<file path="src/rtl/ikmc_pkg.sv">
// shared types, constants and codes for the inertial knob to midi cc block
package ikmc_pkg;

    localparam int KNOB_COUNT    = 22;
    localparam int FRACTION_BITS = 16;

    localparam int KNOB_W   = (KNOB_COUNT > 1) ? $clog2(KNOB_COUNT) : 1;
    localparam int VEL_W    = FRACTION_BITS + 2;
    localparam int POS_W    = FRACTION_BITS + 1;
    localparam int SUM_W    = FRACTION_BITS + 3;
    localparam int NUM_W    = 14;
    localparam int SCALED_W = 14;

    localparam int Q_DEPTH = 2;
    localparam int Q_AW    = 1;

    localparam longint FX_ONE   = longint'(1) << FRACTION_BITS;
    localparam longint AMT_FAST = (20 * FX_ONE + 50) / 100;
    localparam longint AMT_NORM = (10 * FX_ONE + 50) / 100;
    localparam longint AMT_SLOW = (5 * FX_ONE + 50) / 100;
    localparam longint AMT_FRIC = (1 * FX_ONE + 50) / 100;

    localparam logic [1:0] OP_KEY    = 2'd0;
    localparam logic [1:0] OP_TICK   = 2'd1;
    localparam logic [1:0] OP_ASSIGN = 2'd2;

    localparam logic [6:0] SC_UP_A_LO   = 7'd30;
    localparam logic [6:0] SC_UP_A_HI   = 7'd39;
    localparam logic [6:0] SC_DOWN_A_LO = 7'd44;
    localparam logic [6:0] SC_DOWN_A_HI = 7'd53;
    localparam logic [6:0] SC_UP_B_LO   = 7'd2;
    localparam logic [6:0] SC_UP_B_HI   = 7'd13;
    localparam logic [6:0] SC_DOWN_B_LO = 7'd16;
    localparam logic [6:0] SC_DOWN_B_HI = 7'd27;
    localparam logic [6:0] SC_FAST      = 7'd42;
    localparam logic [6:0] SC_SLOW      = 7'd29;
    localparam logic [6:0] BANK_B_BASE  = 7'd10;

    localparam logic [7:0] STATUS_CC    = 8'hB0;
    localparam logic [6:0] CC_RPN_MSB   = 7'd101;
    localparam logic [6:0] CC_RPN_LSB   = 7'd100;
    localparam logic [6:0] CC_NRPN_MSB  = 7'd99;
    localparam logic [6:0] CC_NRPN_LSB  = 7'd98;
    localparam logic [6:0] CC_DATA_MSB  = 7'd6;
    localparam logic [6:0] CC_DATA_LSB  = 7'd38;

    typedef enum logic [1:0] {
        KIND_NONE,
        KIND_CC,
        KIND_RPN,
        KIND_NRPN
    } t_kind;

    typedef enum logic [2:0] {
        CMD_THRUST,
        CMD_FAST,
        CMD_SLOW,
        CMD_TICK,
        CMD_ASSIGN
    } t_cmd_op;

    typedef struct packed {
        t_cmd_op            op;
        logic [KNOB_W-1:0]  knob;
        logic               up;
        logic               level;
        t_kind              kind;
        logic [NUM_W-1:0]   number;
    } t_cmd;

    typedef enum logic [2:0] {
        ST_IDLE,
        ST_THRUST,
        ST_FRIC,
        ST_MOVE,
        ST_CHECK,
        ST_SEND
    } t_state;

endpackage

</file>
<file path="src/rtl/ikmc_front.sv">
// front end: takes input transfers and decodes them into knob commands
module ikmc_front (
    input  logic                  i_in_valid,
    output logic                  o_in_stall,
    input  logic [1:0]            i_op,
    input  logic [6:0]            i_scan_code,
    input  logic                  i_key_down,
    input  logic [4:0]            i_knob_index,
    input  logic [1:0]            i_ctrl_kind,
    input  logic [13:0]           i_ctrl_number,
    input  logic                  i_q_full,
    output logic                  o_push,
    output ikmc_pkg::t_cmd        o_cmd
);
    import ikmc_pkg::*;

    localparam logic [6:0] KNOB_LIM7 = 7'(KNOB_COUNT);
    localparam logic [4:0] KNOB_LIM5 = 5'(KNOB_COUNT);

    logic       keep;
    logic       is_knob;
    logic [6:0] knob7;
    t_cmd       cmd;

    always_comb begin
        keep    = 1'b0;
        is_knob = 1'b0;
        knob7   = '0;
        cmd     = '0;
        cmd.op  = CMD_TICK;
        case (i_op)
            OP_KEY: begin
                cmd.level = i_key_down;
                if (i_scan_code >= SC_UP_A_LO && i_scan_code <= SC_UP_A_HI) begin
                    knob7   = i_scan_code - SC_UP_A_LO;
                    cmd.up  = 1'b1;
                    is_knob = 1'b1;
                end else if (i_scan_code >= SC_DOWN_A_LO && i_scan_code <= SC_DOWN_A_HI) begin
                    knob7   = i_scan_code - SC_DOWN_A_LO;
                    is_knob = 1'b1;
                end else if (i_scan_code >= SC_UP_B_LO && i_scan_code <= SC_UP_B_HI) begin
                    knob7   = i_scan_code - SC_UP_B_LO + BANK_B_BASE;
                    cmd.up  = 1'b1;
                    is_knob = 1'b1;
                end else if (i_scan_code >= SC_DOWN_B_LO && i_scan_code <= SC_DOWN_B_HI) begin
                    knob7   = i_scan_code - SC_DOWN_B_LO + BANK_B_BASE;
                    is_knob = 1'b1;
                end else if (i_scan_code == SC_FAST) begin
                    cmd.op = CMD_FAST;
                    keep   = 1'b1;
                end else if (i_scan_code == SC_SLOW) begin
                    cmd.op = CMD_SLOW;
                    keep   = 1'b1;
                end
                if (is_knob && knob7 < KNOB_LIM7) begin
                    cmd.op   = CMD_THRUST;
                    cmd.knob = knob7[KNOB_W-1:0];
                    keep     = 1'b1;
                end
            end
            OP_TICK: begin
                cmd.op   = CMD_TICK;
                cmd.knob = i_knob_index[KNOB_W-1:0];
                keep     = (i_knob_index < KNOB_LIM5);
            end
            OP_ASSIGN: begin
                cmd.op     = CMD_ASSIGN;
                cmd.knob   = i_knob_index[KNOB_W-1:0];
                cmd.kind   = t_kind'(i_ctrl_kind);
                cmd.number = i_ctrl_number;
                keep       = (i_knob_index < KNOB_LIM5);
            end
            default: begin
                keep = 1'b0;
            end
        endcase
    end

    assign o_in_stall = i_q_full;
    assign o_push     = i_in_valid && !i_q_full && keep;
    assign o_cmd      = cmd;

endmodule

</file>
<file path="src/rtl/ikmc_queue.sv">
// short command queue between the front end and the knob engine
module ikmc_queue (
    input  logic            i_clk,
    input  logic            i_rst_n,
    input  logic            i_push,
    input  ikmc_pkg::t_cmd  i_cmd,
    output logic            o_full,
    output logic            o_valid,
    output ikmc_pkg::t_cmd  o_cmd,
    input  logic            i_pop
);
    import ikmc_pkg::*;

    t_cmd            r_mem [Q_DEPTH];
    logic [Q_AW-1:0] r_wr_ptr;
    logic [Q_AW-1:0] r_rd_ptr;
    logic [Q_AW:0]   r_count;
    logic [Q_AW:0]   n_count;

    assign o_full  = (r_count == (Q_AW+1)'(Q_DEPTH));
    assign o_valid = (r_count != '0);
    assign o_cmd   = r_mem[r_rd_ptr];

    always_comb begin
        n_count = r_count;
        if (i_push && !(i_pop && o_valid)) begin
            n_count = r_count + 1'b1;
        end else if (!i_push && i_pop && o_valid) begin
            n_count = r_count - 1'b1;
        end
    end

    always_ff @(posedge i_clk) begin
        if (!i_rst_n) begin
            r_wr_ptr <= '0;
            r_rd_ptr <= '0;
            r_count  <= '0;
        end else begin
            r_count <= n_count;
            if (i_push) begin
                r_wr_ptr <= r_wr_ptr + 1'b1;
            end
            if (i_pop && o_valid) begin
                r_rd_ptr <= r_rd_ptr + 1'b1;
            end
        end
    end

    always_ff @(posedge i_clk) begin
        if (i_push) begin
            r_mem[r_wr_ptr] <= i_cmd;
        end
    end

endmodule

</file>
<file path="src/rtl/ikmc_back.sv">
// knob engine: knob state, velocity and position update, cc message output
module ikmc_back (
    input  logic            i_clk,
    input  logic            i_rst_n,
    input  logic            i_q_valid,
    input  ikmc_pkg::t_cmd  i_q_cmd,
    output logic            o_pop,
    input  logic            i_cfg_wr_en,
    input  logic [3:0]      i_cfg_wr_data,
    output logic            o_out_valid,
    input  logic            i_out_stall,
    output logic [7:0]      o_status_byte,
    output logic [6:0]      o_cc_number,
    output logic [6:0]      o_cc_value,
    output logic            o_last
);
    import ikmc_pkg::*;

    localparam logic signed [SUM_W-1:0] ONE_S   = SUM_W'(FX_ONE);
    localparam logic signed [SUM_W-1:0] NEG_S   = -ONE_S;
    localparam logic signed [SUM_W-1:0] ZERO_S  = '0;
    localparam logic signed [SUM_W-1:0] FAST_S  = SUM_W'(AMT_FAST);
    localparam logic signed [SUM_W-1:0] NORM_S  = SUM_W'(AMT_NORM);
    localparam logic signed [SUM_W-1:0] SLOW_S  = SUM_W'(AMT_SLOW);
    localparam logic signed [SUM_W-1:0] FRIC_S  = SUM_W'(AMT_FRIC);
    localparam logic [1:0]              IDX_END = 2'd3;

    function automatic logic signed [SUM_W-1:0] f_clamp(
        input logic signed [SUM_W-1:0] v,
        input logic signed [SUM_W-1:0] lo,
        input logic signed [SUM_W-1:0] hi
    );
        logic signed [SUM_W-1:0] res;
        res = v;
        if (v < lo) begin
            res = lo;
        end else if (v > hi) begin
            res = hi;
        end
        return res;
    endfunction

    function automatic logic [SCALED_W-1:0] f_scaled(
        input t_kind            kind,
        input logic [POS_W-1:0] pos
    );
        logic [POS_W+6:0]    w7;
        logic [POS_W+13:0]   w14;
        logic [SCALED_W-1:0] res;
        w7  = {pos, 7'b0} >> FRACTION_BITS;
        w14 = {pos, 14'b0} >> FRACTION_BITS;
        case (kind)
            KIND_CC: begin
                res = (w7 > (POS_W+7)'(127)) ? SCALED_W'(127) : {7'b0, w7[6:0]};
            end
            KIND_RPN, KIND_NRPN: begin
                res = (w14 > (POS_W+14)'(16383)) ? {SCALED_W{1'b1}} : w14[13:0];
            end
            default: begin
                res = '0;
            end
        endcase
        return res;
    endfunction

    t_state                     r_state;
    t_state                     n_state;
    t_kind                      r_kind_tab [KNOB_COUNT];
    logic [NUM_W-1:0]           r_num_tab  [KNOB_COUNT];
    logic signed [VEL_W-1:0]    r_vel_tab  [KNOB_COUNT];
    logic [POS_W-1:0]           r_pos_tab  [KNOB_COUNT];
    logic [KNOB_COUNT-1:0]      r_up;
    logic [KNOB_COUNT-1:0]      r_dn;
    logic                       r_fast;
    logic                       r_slow;
    logic [3:0]                 r_chan;
    logic [KNOB_W-1:0]          r_knob;
    t_kind                      r_cur_kind;
    logic [NUM_W-1:0]           r_cur_num;
    logic signed [VEL_W-1:0]    r_vel_work;
    logic [SCALED_W-1:0]        r_before;
    logic [SCALED_W-1:0]        r_after;
    logic [1:0]                 r_idx;
    logic                       r_out_valid;
    logic [6:0]                 r_cc_number;
    logic [6:0]                 r_cc_value;
    logic                       r_last;

    logic                       out_load;
    logic [6:0]                 msg_num;
    logic [6:0]                 msg_val;
    logic                       msg_last;
    logic signed [VEL_W-1:0]    vel_cur;
    logic [POS_W-1:0]           pos_cur;
    logic signed [SUM_W-1:0]    amount;
    logic signed [SUM_W-1:0]    v_ext;
    logic signed [SUM_W-1:0]    thr_sum;
    logic signed [SUM_W-1:0]    thr_clamp;
    logic signed [VEL_W-1:0]    vel_thr;
    logic signed [SUM_W-1:0]    w_ext;
    logic signed [SUM_W-1:0]    fric_sum;
    logic signed [SUM_W-1:0]    fric_clamp;
    logic signed [VEL_W-1:0]    vel_fric;
    logic signed [SUM_W-1:0]    p_ext;
    logic signed [SUM_W-1:0]    move_sum;
    logic signed [SUM_W-1:0]    move_clamp;
    logic [POS_W-1:0]           pos_new;

    // next state
    always_comb begin
        n_state = r_state;
        case (r_state)
            ST_IDLE: begin
                if (i_q_valid && i_q_cmd.op == CMD_TICK) begin
                    n_state = ST_THRUST;
                end
            end
            ST_THRUST: n_state = ST_FRIC;
            ST_FRIC:   n_state = ST_MOVE;
            ST_MOVE:   n_state = ST_CHECK;
            ST_CHECK: begin
                if (r_cur_kind == KIND_NONE || r_after == r_before) begin
                    n_state = ST_IDLE;
                end else begin
                    n_state = ST_SEND;
                end
            end
            ST_SEND: begin
                if (out_load && msg_last) begin
                    n_state = ST_IDLE;
                end
            end
            default: n_state = ST_IDLE;
        endcase
    end

    // control outputs and message select
    always_comb begin
        o_pop    = (r_state == ST_IDLE) && i_q_valid;
        out_load = (r_state == ST_SEND) && (!r_out_valid || !i_out_stall);
        msg_num  = '0;
        msg_val  = '0;
        msg_last = 1'b0;
        if (r_cur_kind == KIND_CC) begin
            msg_num  = r_cur_num[6:0];
            msg_val  = r_after[6:0];
            msg_last = 1'b1;
        end else begin
            case (r_idx)
                2'd0: begin
                    msg_num = (r_cur_kind == KIND_RPN) ? CC_RPN_MSB : CC_NRPN_MSB;
                    msg_val = r_cur_num[13:7];
                end
                2'd1: begin
                    msg_num = (r_cur_kind == KIND_RPN) ? CC_RPN_LSB : CC_NRPN_LSB;
                    msg_val = r_cur_num[6:0];
                end
                2'd2: begin
                    msg_num = CC_DATA_MSB;
                    msg_val = r_after[13:7];
                end
                default: begin
                    msg_num = CC_DATA_LSB;
                    msg_val = r_after[6:0];
                end
            endcase
            msg_last = (r_idx == IDX_END);
        end
    end

    // velocity and position arithmetic
    always_comb begin
        vel_cur = r_vel_tab[r_knob];
        pos_cur = r_pos_tab[r_knob];

        if (r_fast && !r_slow) begin
            amount = FAST_S;
        end else if (r_slow && !r_fast) begin
            amount = SLOW_S;
        end else begin
            amount = NORM_S;
        end

        v_ext = {{(SUM_W-VEL_W){vel_cur[VEL_W-1]}}, vel_cur};
        if (r_up[r_knob] && !r_dn[r_knob]) begin
            thr_sum = v_ext + amount;
        end else if (r_dn[r_knob] && !r_up[r_knob]) begin
            thr_sum = v_ext - amount;
        end else begin
            thr_sum = v_ext;
        end
        thr_clamp = f_clamp(thr_sum, NEG_S, ONE_S);
        vel_thr   = thr_clamp[VEL_W-1:0];

        w_ext = {{(SUM_W-VEL_W){r_vel_work[VEL_W-1]}}, r_vel_work};
        if (w_ext > ZERO_S) begin
            fric_sum = w_ext - FRIC_S;
        end else if (w_ext < ZERO_S) begin
            fric_sum = w_ext + FRIC_S;
        end else begin
            fric_sum = w_ext;
        end
        fric_clamp = f_clamp(fric_sum, NEG_S, ONE_S);
        vel_fric   = fric_clamp[VEL_W-1:0];

        p_ext      = {2'b00, pos_cur};
        move_sum   = p_ext + w_ext;
        move_clamp = f_clamp(move_sum, ZERO_S, ONE_S);
        pos_new    = move_clamp[POS_W-1:0];
    end

    always_ff @(posedge i_clk) begin
        if (!i_rst_n) begin
            r_state     <= ST_IDLE;
            r_up        <= '0;
            r_dn        <= '0;
            r_fast      <= 1'b0;
            r_slow      <= 1'b0;
            r_chan      <= '0;
            r_out_valid <= 1'b0;
            r_idx       <= '0;
            r_cur_kind  <= KIND_NONE;
            for (int k = 0; k < KNOB_COUNT; k++) begin
                r_kind_tab[k] <= KIND_NONE;
                r_num_tab[k]  <= '0;
                r_vel_tab[k]  <= '0;
                r_pos_tab[k]  <= '0;
            end
        end else begin
            r_state <= n_state;
            if (i_cfg_wr_en) begin
                r_chan <= i_cfg_wr_data;
            end
            if (o_pop) begin
                case (i_q_cmd.op)
                    CMD_THRUST: begin
                        if (i_q_cmd.up) begin
                            r_up[i_q_cmd.knob] <= i_q_cmd.level;
                        end else begin
                            r_dn[i_q_cmd.knob] <= i_q_cmd.level;
                        end
                    end
                    CMD_FAST: r_fast <= i_q_cmd.level;
                    CMD_SLOW: r_slow <= i_q_cmd.level;
                    CMD_ASSIGN: begin
                        r_kind_tab[i_q_cmd.knob] <= i_q_cmd.kind;
                        r_num_tab[i_q_cmd.knob]  <= i_q_cmd.number;
                    end
                    CMD_TICK: r_knob <= i_q_cmd.knob;
                    default: begin
                    end
                endcase
            end
            if (r_state == ST_THRUST) begin
                r_vel_work <= vel_thr;
                r_cur_kind <= r_kind_tab[r_knob];
                r_cur_num  <= r_num_tab[r_knob];
                r_before   <= f_scaled(r_kind_tab[r_knob], pos_cur);
            end
            if (r_state == ST_FRIC) begin
                r_vel_tab[r_knob] <= vel_fric;
                r_vel_work        <= vel_fric;
            end
            if (r_state == ST_MOVE) begin
                r_pos_tab[r_knob] <= pos_new;
                r_after           <= f_scaled(r_cur_kind, pos_new);
            end
            if (r_state == ST_CHECK) begin
                r_idx <= '0;
            end
            if (out_load) begin
                r_out_valid <= 1'b1;
                r_cc_number <= msg_num;
                r_cc_value  <= msg_val;
                r_last      <= msg_last;
                r_idx       <= r_idx + 1'b1;
            end else if (!i_out_stall) begin
                r_out_valid <= 1'b0;
            end
        end
    end

    assign o_out_valid   = r_out_valid;
    assign o_status_byte = {STATUS_CC[7:4], r_chan};
    assign o_cc_number   = r_cc_number;
    assign o_cc_value    = r_cc_value;
    assign o_last        = r_last;

endmodule

</file>
<file path="src/rtl/inertial_knob_to_midi_cc_core.sv">
// top level of the inertial knob to midi cc block
// Twenty-two virtual knobs driven by key, tick and assign transfers, reported
// as MIDI control change messages (one CC, or a four-message RPN/NRPN run per
// tick whose scaled value moved). The front end decodes each input transfer
// in the cycle it arrives and drops ignored items; a two-entry command queue
// lets input continue while the engine works or the output is stalled. The
// engine applies a key or assign command as it pops it; a tick steps through
// thrust, friction, position and compare states, then sends its messages one
// at a time, holding on a stall, and takes no new command until done. The user
// must write the midi channel register only while the block is idle; the block
// itself does not enforce this. It takes effect on the next message.
module inertial_knob_to_midi_cc_core (
    input  logic        i_clk,
    input  logic        i_rst_n,
    input  logic        i_cfg_wr_en,
    input  logic [3:0]  i_cfg_wr_data,
    input  logic        i_in_valid,
    output logic        o_in_stall,
    input  logic [1:0]  i_op,
    input  logic [6:0]  i_scan_code,
    input  logic        i_key_down,
    input  logic [4:0]  i_knob_index,
    input  logic [1:0]  i_ctrl_kind,
    input  logic [13:0] i_ctrl_number,
    output logic        o_out_valid,
    input  logic        i_out_stall,
    output logic [7:0]  o_status_byte,
    output logic [6:0]  o_cc_number,
    output logic [6:0]  o_cc_value,
    output logic        o_last
);
    import ikmc_pkg::*;

    logic q_full;
    logic q_push;
    logic q_valid;
    logic q_pop;
    t_cmd push_cmd;
    t_cmd head_cmd;

    ikmc_front u_front (
        .i_in_valid    (i_in_valid),
        .o_in_stall    (o_in_stall),
        .i_op          (i_op),
        .i_scan_code   (i_scan_code),
        .i_key_down    (i_key_down),
        .i_knob_index  (i_knob_index),
        .i_ctrl_kind   (i_ctrl_kind),
        .i_ctrl_number (i_ctrl_number),
        .i_q_full      (q_full),
        .o_push        (q_push),
        .o_cmd         (push_cmd)
    );

    ikmc_queue u_queue (
        .i_clk   (i_clk),
        .i_rst_n (i_rst_n),
        .i_push  (q_push),
        .i_cmd   (push_cmd),
        .o_full  (q_full),
        .o_valid (q_valid),
        .o_cmd   (head_cmd),
        .i_pop   (q_pop)
    );

    ikmc_back u_back (
        .i_clk         (i_clk),
        .i_rst_n       (i_rst_n),
        .i_q_valid     (q_valid),
        .i_q_cmd       (head_cmd),
        .o_pop         (q_pop),
        .i_cfg_wr_en   (i_cfg_wr_en),
        .i_cfg_wr_data (i_cfg_wr_data),
        .o_out_valid   (o_out_valid),
        .i_out_stall   (i_out_stall),
        .o_status_byte (o_status_byte),
        .o_cc_number   (o_cc_number),
        .o_cc_value    (o_cc_value),
        .o_last        (o_last)
    );

endmodule

</file>
<file path="config.mk">
export PLATFORM = sky130hd
export DESIGN_NAME = inertial_knob_to_midi_cc_core
export DESIGN_NICKNAME = d
export VERILOG_FILES = /design/src/rtl/ikmc_pkg.sv /design/src/rtl/ikmc_front.sv /design/src/rtl/ikmc_queue.sv /design/src/rtl/ikmc_back.sv /design/src/rtl/inertial_knob_to_midi_cc_core.sv
export SDC_FILE = /design/constraint.sdc
export NUM_CORES = 2
export LEC_CHECK = 0
export ABC_AREA = 0
export BUFFER_PORTS_ARGS = -buffer_cell sky130_fd_sc_hd__buf_2
export CAP_MARGIN = 10
export CELL_PAD_IN_SITES_DETAIL_PLACEMENT = 1
export CELL_PAD_IN_SITES_GLOBAL_PLACEMENT = 1
export CORE_MARGIN = 2
export CORE_UTILIZATION = 45
export DETAILED_ROUTE_END_ITERATION = 8
export GPL_TIMING_DRIVEN = 0
export PLACE_DENSITY_LB_ADDON = 0.25
export SLEW_MARGIN = 15
export SYNTH_ARGS = -nofsm -noshare
export SYNTH_HDL_FRONTEND = slang
export SYNTH_SLANG_ARGS = --single-unit
</file>
<file path="constraint.sdc">
create_clock -name i_clk -period 6.3 [get_ports i_clk]
set_clock_uncertainty 0.15 [all_clocks]
set_input_delay 0.63 -clock i_clk [delete_from_list [all_inputs] [get_ports i_clk]]
set_output_delay 0.63 -clock i_clk [all_outputs]
set_load 0.03 [all_outputs]
</file>
==> flow_metrics.tcl <==
set metrics [dict create \
    violations "setup timing" \
    met3_usage_pct 6.27 \
    ff2ff_setup_slack_ns -0.03 \
    path_max_fanout 10 \
    die_w_um 429 \
    cp_num_buf_inv 11 \
    gr-max-usage-layer "met2" \
    num_io_pins 65 \
    grt_util_met1_pct 40.6 \
    critical_path_class "reg -> reg" \
    tns_ns -0.0350 \
    min_from "i_op[1]" \
    ys_seq_elements 1832 \
    layout-drive-gt1-share_pct 24.9 \
    synth_cell_types 90 \
    grt_max_degree 29 \
    setup_viol 1 \
    met2_usage_pct 48.2 \
    fin_crit_ns 6.33 \
    drt_iter0_drc 7330 \
    track_usage_pct 30.7 \
    dieArea_um2 184000 \
    avgRoutedWirePerCell_um 34.3 \
    io_buffers 58 \
    clk_latency_ns 0.86 \
    path_clk_slew_ns 0.06 \
    layout_commonest_cell "edfxtp_1" \
    async_flop_share_pct 0 \
    worst_slack_ns -0.0350 \
    initial_core_util_pct 45.4 \
    cts.path.max_buffers 3 \
    ir_worst_vdd_mv 0.324 \
    p_per_area_nw_per_um2 338 \
    cts_buffers 189 \
    vias_per_cell 6.41 \
    area_growth_pct 17.7 \
    worst-path-stages 26 \
    synthCells 5451 \
    synth_edf_count 1764 \
    final_cell_mix "1,764 x edfxtp_1, 1,107 x nor2_1, 483 x mux4_2" \
    fin_nets 5984 \
    tightest_slew_ns 1.36 \
    fin_total_pwr_mw 32.3 \
    dieHeight_um 429 \
    max_freq_mhz 158 \
    syn_area_um2 81200 \
    hold_viol_final 0 \
    cts_tree "yes" \
    drc 0 \
    avgSynthCellArea_um2 14.9 \
    grt_overflow_total 0 \
    max-slew-margin-rel_pct 6.89 \
    cp-endpoint "u_back.r_pos_tab[15][5]$_SDFFCE_PN0P_" \
    fin_crit_sh_pct 101 \
    maxCapViolations 0 \
    place.gp.congestion 0.901 \
    drt_wl_total_um 287000 \
    worst_setup_path_start_kind "flop" \
    num_rows 155 \
    maxSlewViolCount 0 \
    crit_path_max_incr_delay_ns 0.57 \
    place_area_um2 85600 \
    status "finished with violations" \
    critical_path_arrival_ns 6.83 \
    firstDrtPassIters 5 \
    synth_ff_type "edfxtp_1" \
    worstSetupEndpointType "flop" \
    cts_sinks 1832 \
    grt_pass1_vias 54500 \
    grt_pass1_wl_um 402000 \
    min_path_type "in -> reg" \
    postLayoutCellArea_um2 95600 \
    cts_root_buf "clkbuf_16" \
    hold_ws_ns 0.0773 \
    ys_warn_count 0 \
    required_ns 6.80 \
    reg2regPathDepth 26 \
    postRouteAntennaNets 0 \
    antenna_found_initial 7 \
    crit_family "buffers and inverters" \
    core_um2 179000 \
    p_leak_nw 32.5 \
    rr_endpoint "u_back.r_pos_tab[15][5]$_SDFFCE_PN0P_" \
    place_hpwl_um 195000 \
    cts_max_level 4 \
    crit_slowest_cell "mux4_2" \
    rsz0062_at_grt "yes" \
    vias 53700 \
    synth-seq-area-share_pct 67.0 \
]
synth_stat cells, types with 10 or more instances:
library cell | n | area share [%]
edfxtp_1 | 1764 | 65
nor2_1 | 1145 | 5.3
mux4_2 | 483 | 13
nor3_1 | 345 | 2.1
clkbuf_1 | 316 | 1.5
nand2_1 | 231 | 1.1
inv_1 | 100 | 0.46
a21oi_1 | 81 | 0.50
ha_1 | 73 | 1.1
a22oi_1 | 70 | 0.65
dfxtp_1 | 68 | 1.7
nand3_1 | 58 | 0.36
buf_2 | 56 | 0.35
mux2i_1 | 56 | 0.69
o21ai_0 | 55 | 0.34
mux2_2 | 41 | 0.57
xnor2_1 | 38 | 0.41
buf_1 | 37 | 0.17
and2_1 | 28 | 0.22
nand4_1 | 28 | 0.22
xor2_1 | 24 | 0.26
nand2b_1 | 19 | 0.15
a31oi_1 | 17 | 0.13
and3_1 | 16 | 0.12
nor2b_1 | 15 | 0.12
o211ai_1 | 15 | 0.14
o21a_1 | 15 | 0.14
o22ai_1 | 15 | 0.12
or3_1 | 13 | 0.10
nor3b_1 | 12 | 0.11
o31ai_1 | 12 | 0.11
a211oi_1 | 11 | 0.10
buf_4 | 10 | 0.093
nor4_1 | 10 | 0.077
o221ai_1 | 10 | 0.11
or2_2 | 10 | 0.077
where the power goes:
group          switching, mW  leakage [nW]  total [mW]  internal (mW)
Sequential             0.207          18.0        14.2           14.0
Combinational           4.68          11.5        6.68           2.00
Clock                   4.89          2.95        11.3           6.45
stage by stage:
| step | setup slack (ns) | instances | utilization (%) |
|---|---|---|---|
| 2_1_floorplan | 0.00110 | 5453 | - |
| 3_3_place_gp | -3.97 | 7866 | 47.2 |
| 3_5_place_dp | -3.81 | 7924 | 47.9 |
| 4_1_cts | -0.0266 | 8337 | 52.6 |
| 5_1_grt | -0.135 | 8375 | 53.4 |
| 6_report | -0.0350 | 8379 | 53.4 |
sequential cells by signal (all words and copies together), names as in the netlist, 2 cells and up, named ones only:
signal and count:
u_back.r_vel_tab 576, u_back.r_pos_tab 544, u_back.r_num_tab 448, u_back.r_kind_tab 64, u_queue.r_mem 52, u_back.r_dn 22
u_back.r_up 22, u_back.r_vel_work 18, u_back.r_after 14, u_back.r_before 14, u_back.r_cur_num 14, u_back.o_cc_number 7
u_back.o_cc_value 7, u_back.r_knob 5, u_back.r_chan 4, u_back.r_state 3, u_back.r_cur_kind 2, u_back.r_idx 2
u_queue.r_count 2
per-layer routing:
| layer | vias to the layer above | wire length (um) |
|---|---|---|
| met4 | 4 | 15900 |
| met1 | 28200 | 108000 |
| met2 | 3153 | 135000 |
| met3 | 657 | 27800 |
| li1 | 21600 | - |
| met5 | - | 27 |
worst register-to-register path, cell delays in order (launching register included):
cell and delay [ns]:
dfxtp_2 0.32, buf_6 0.13, buf_12 0.16, buf_16 0.16, buf_16 0.16, buf_16 0.16
buf_16 0.14, buf_12 0.14, mux4_2 0.57, mux4_2 0.56, mux2_4 0.36, ha_4 0.18
inv_2 0.05, fa_2 0.20, nor2b_2 0.05, o21ai_2 0.17, a21boi_2 0.10, o21a_1 0.23
or3_4 0.42, a211oi_2 0.26, o2111ai_2 0.18, nor4_4 0.30, a41oi_4 0.16, buf_12 0.18
buf_8 0.18, buf_12 0.17, nor3_1 0.28
how the worst min path moves through the flow:
stage / to / slack [ns] / depth (start not counted)
global route: u_queue.r_mem[1][25]$_DFFE_PP_ / 0.1 / 2
finish: u_queue.r_mem[1][25]$_DFFE_PP_ / 0.08 / 2
CTS: u_queue.r_mem[1][25]$_DFFE_PP_ / 0.03 / 2
global placement: u_back.r_chan[2]$_SDFFE_PN0P_ / 0.32 / 2
floorplan: u_back.r_slow$_SDFFE_PN0P_ / 0.30 / 2
detailed placement: u_back.r_chan[1]$_SDFFE_PN0P_ / 0.34 / 2
final cells by class:
class | count | area (um^2)
Multi-Input combinational cell | 3098 | 26700
Sequential cell | 1832 | 54300
Fill cell | 17000 | 83300
Inverter | 106 | 420
Buffer | 415 | 2880
Timing Repair inverter | 2 | 15.0
Timing Repair Buffer | 224 | 2220
Clock inverter | 88 | 906
Clock buffer | 255 | 5160
Tap cell | 2355 | 2950
Antenna cell | 4 | 10.0
cells by family after synthesis:
| group | share of synthesized area [%] |
|---|---|
| compound gates | 3.32 |
| xor+xnor | 0.669 |
| fa+ha+maj | 1.20 |
| buf+inv | 2.67 |
| flops | 67.0 |
| mux | 14.7 |
| other cells | 0.00925 |
| simple gates | 10.5 |
timing repair:
item / in CTS / in global routing
hold buffers: 25 / 0
pin swaps: 26 / 23
setup endpoints to repair: 736 / 565
hold endpoints to repair: 45 / 0
setup buffers: 35 / 40
cloned: 15 / 5
gates resized for setup: 462 / 287
No activity file was read; power rests on OpenSTA's default activity.
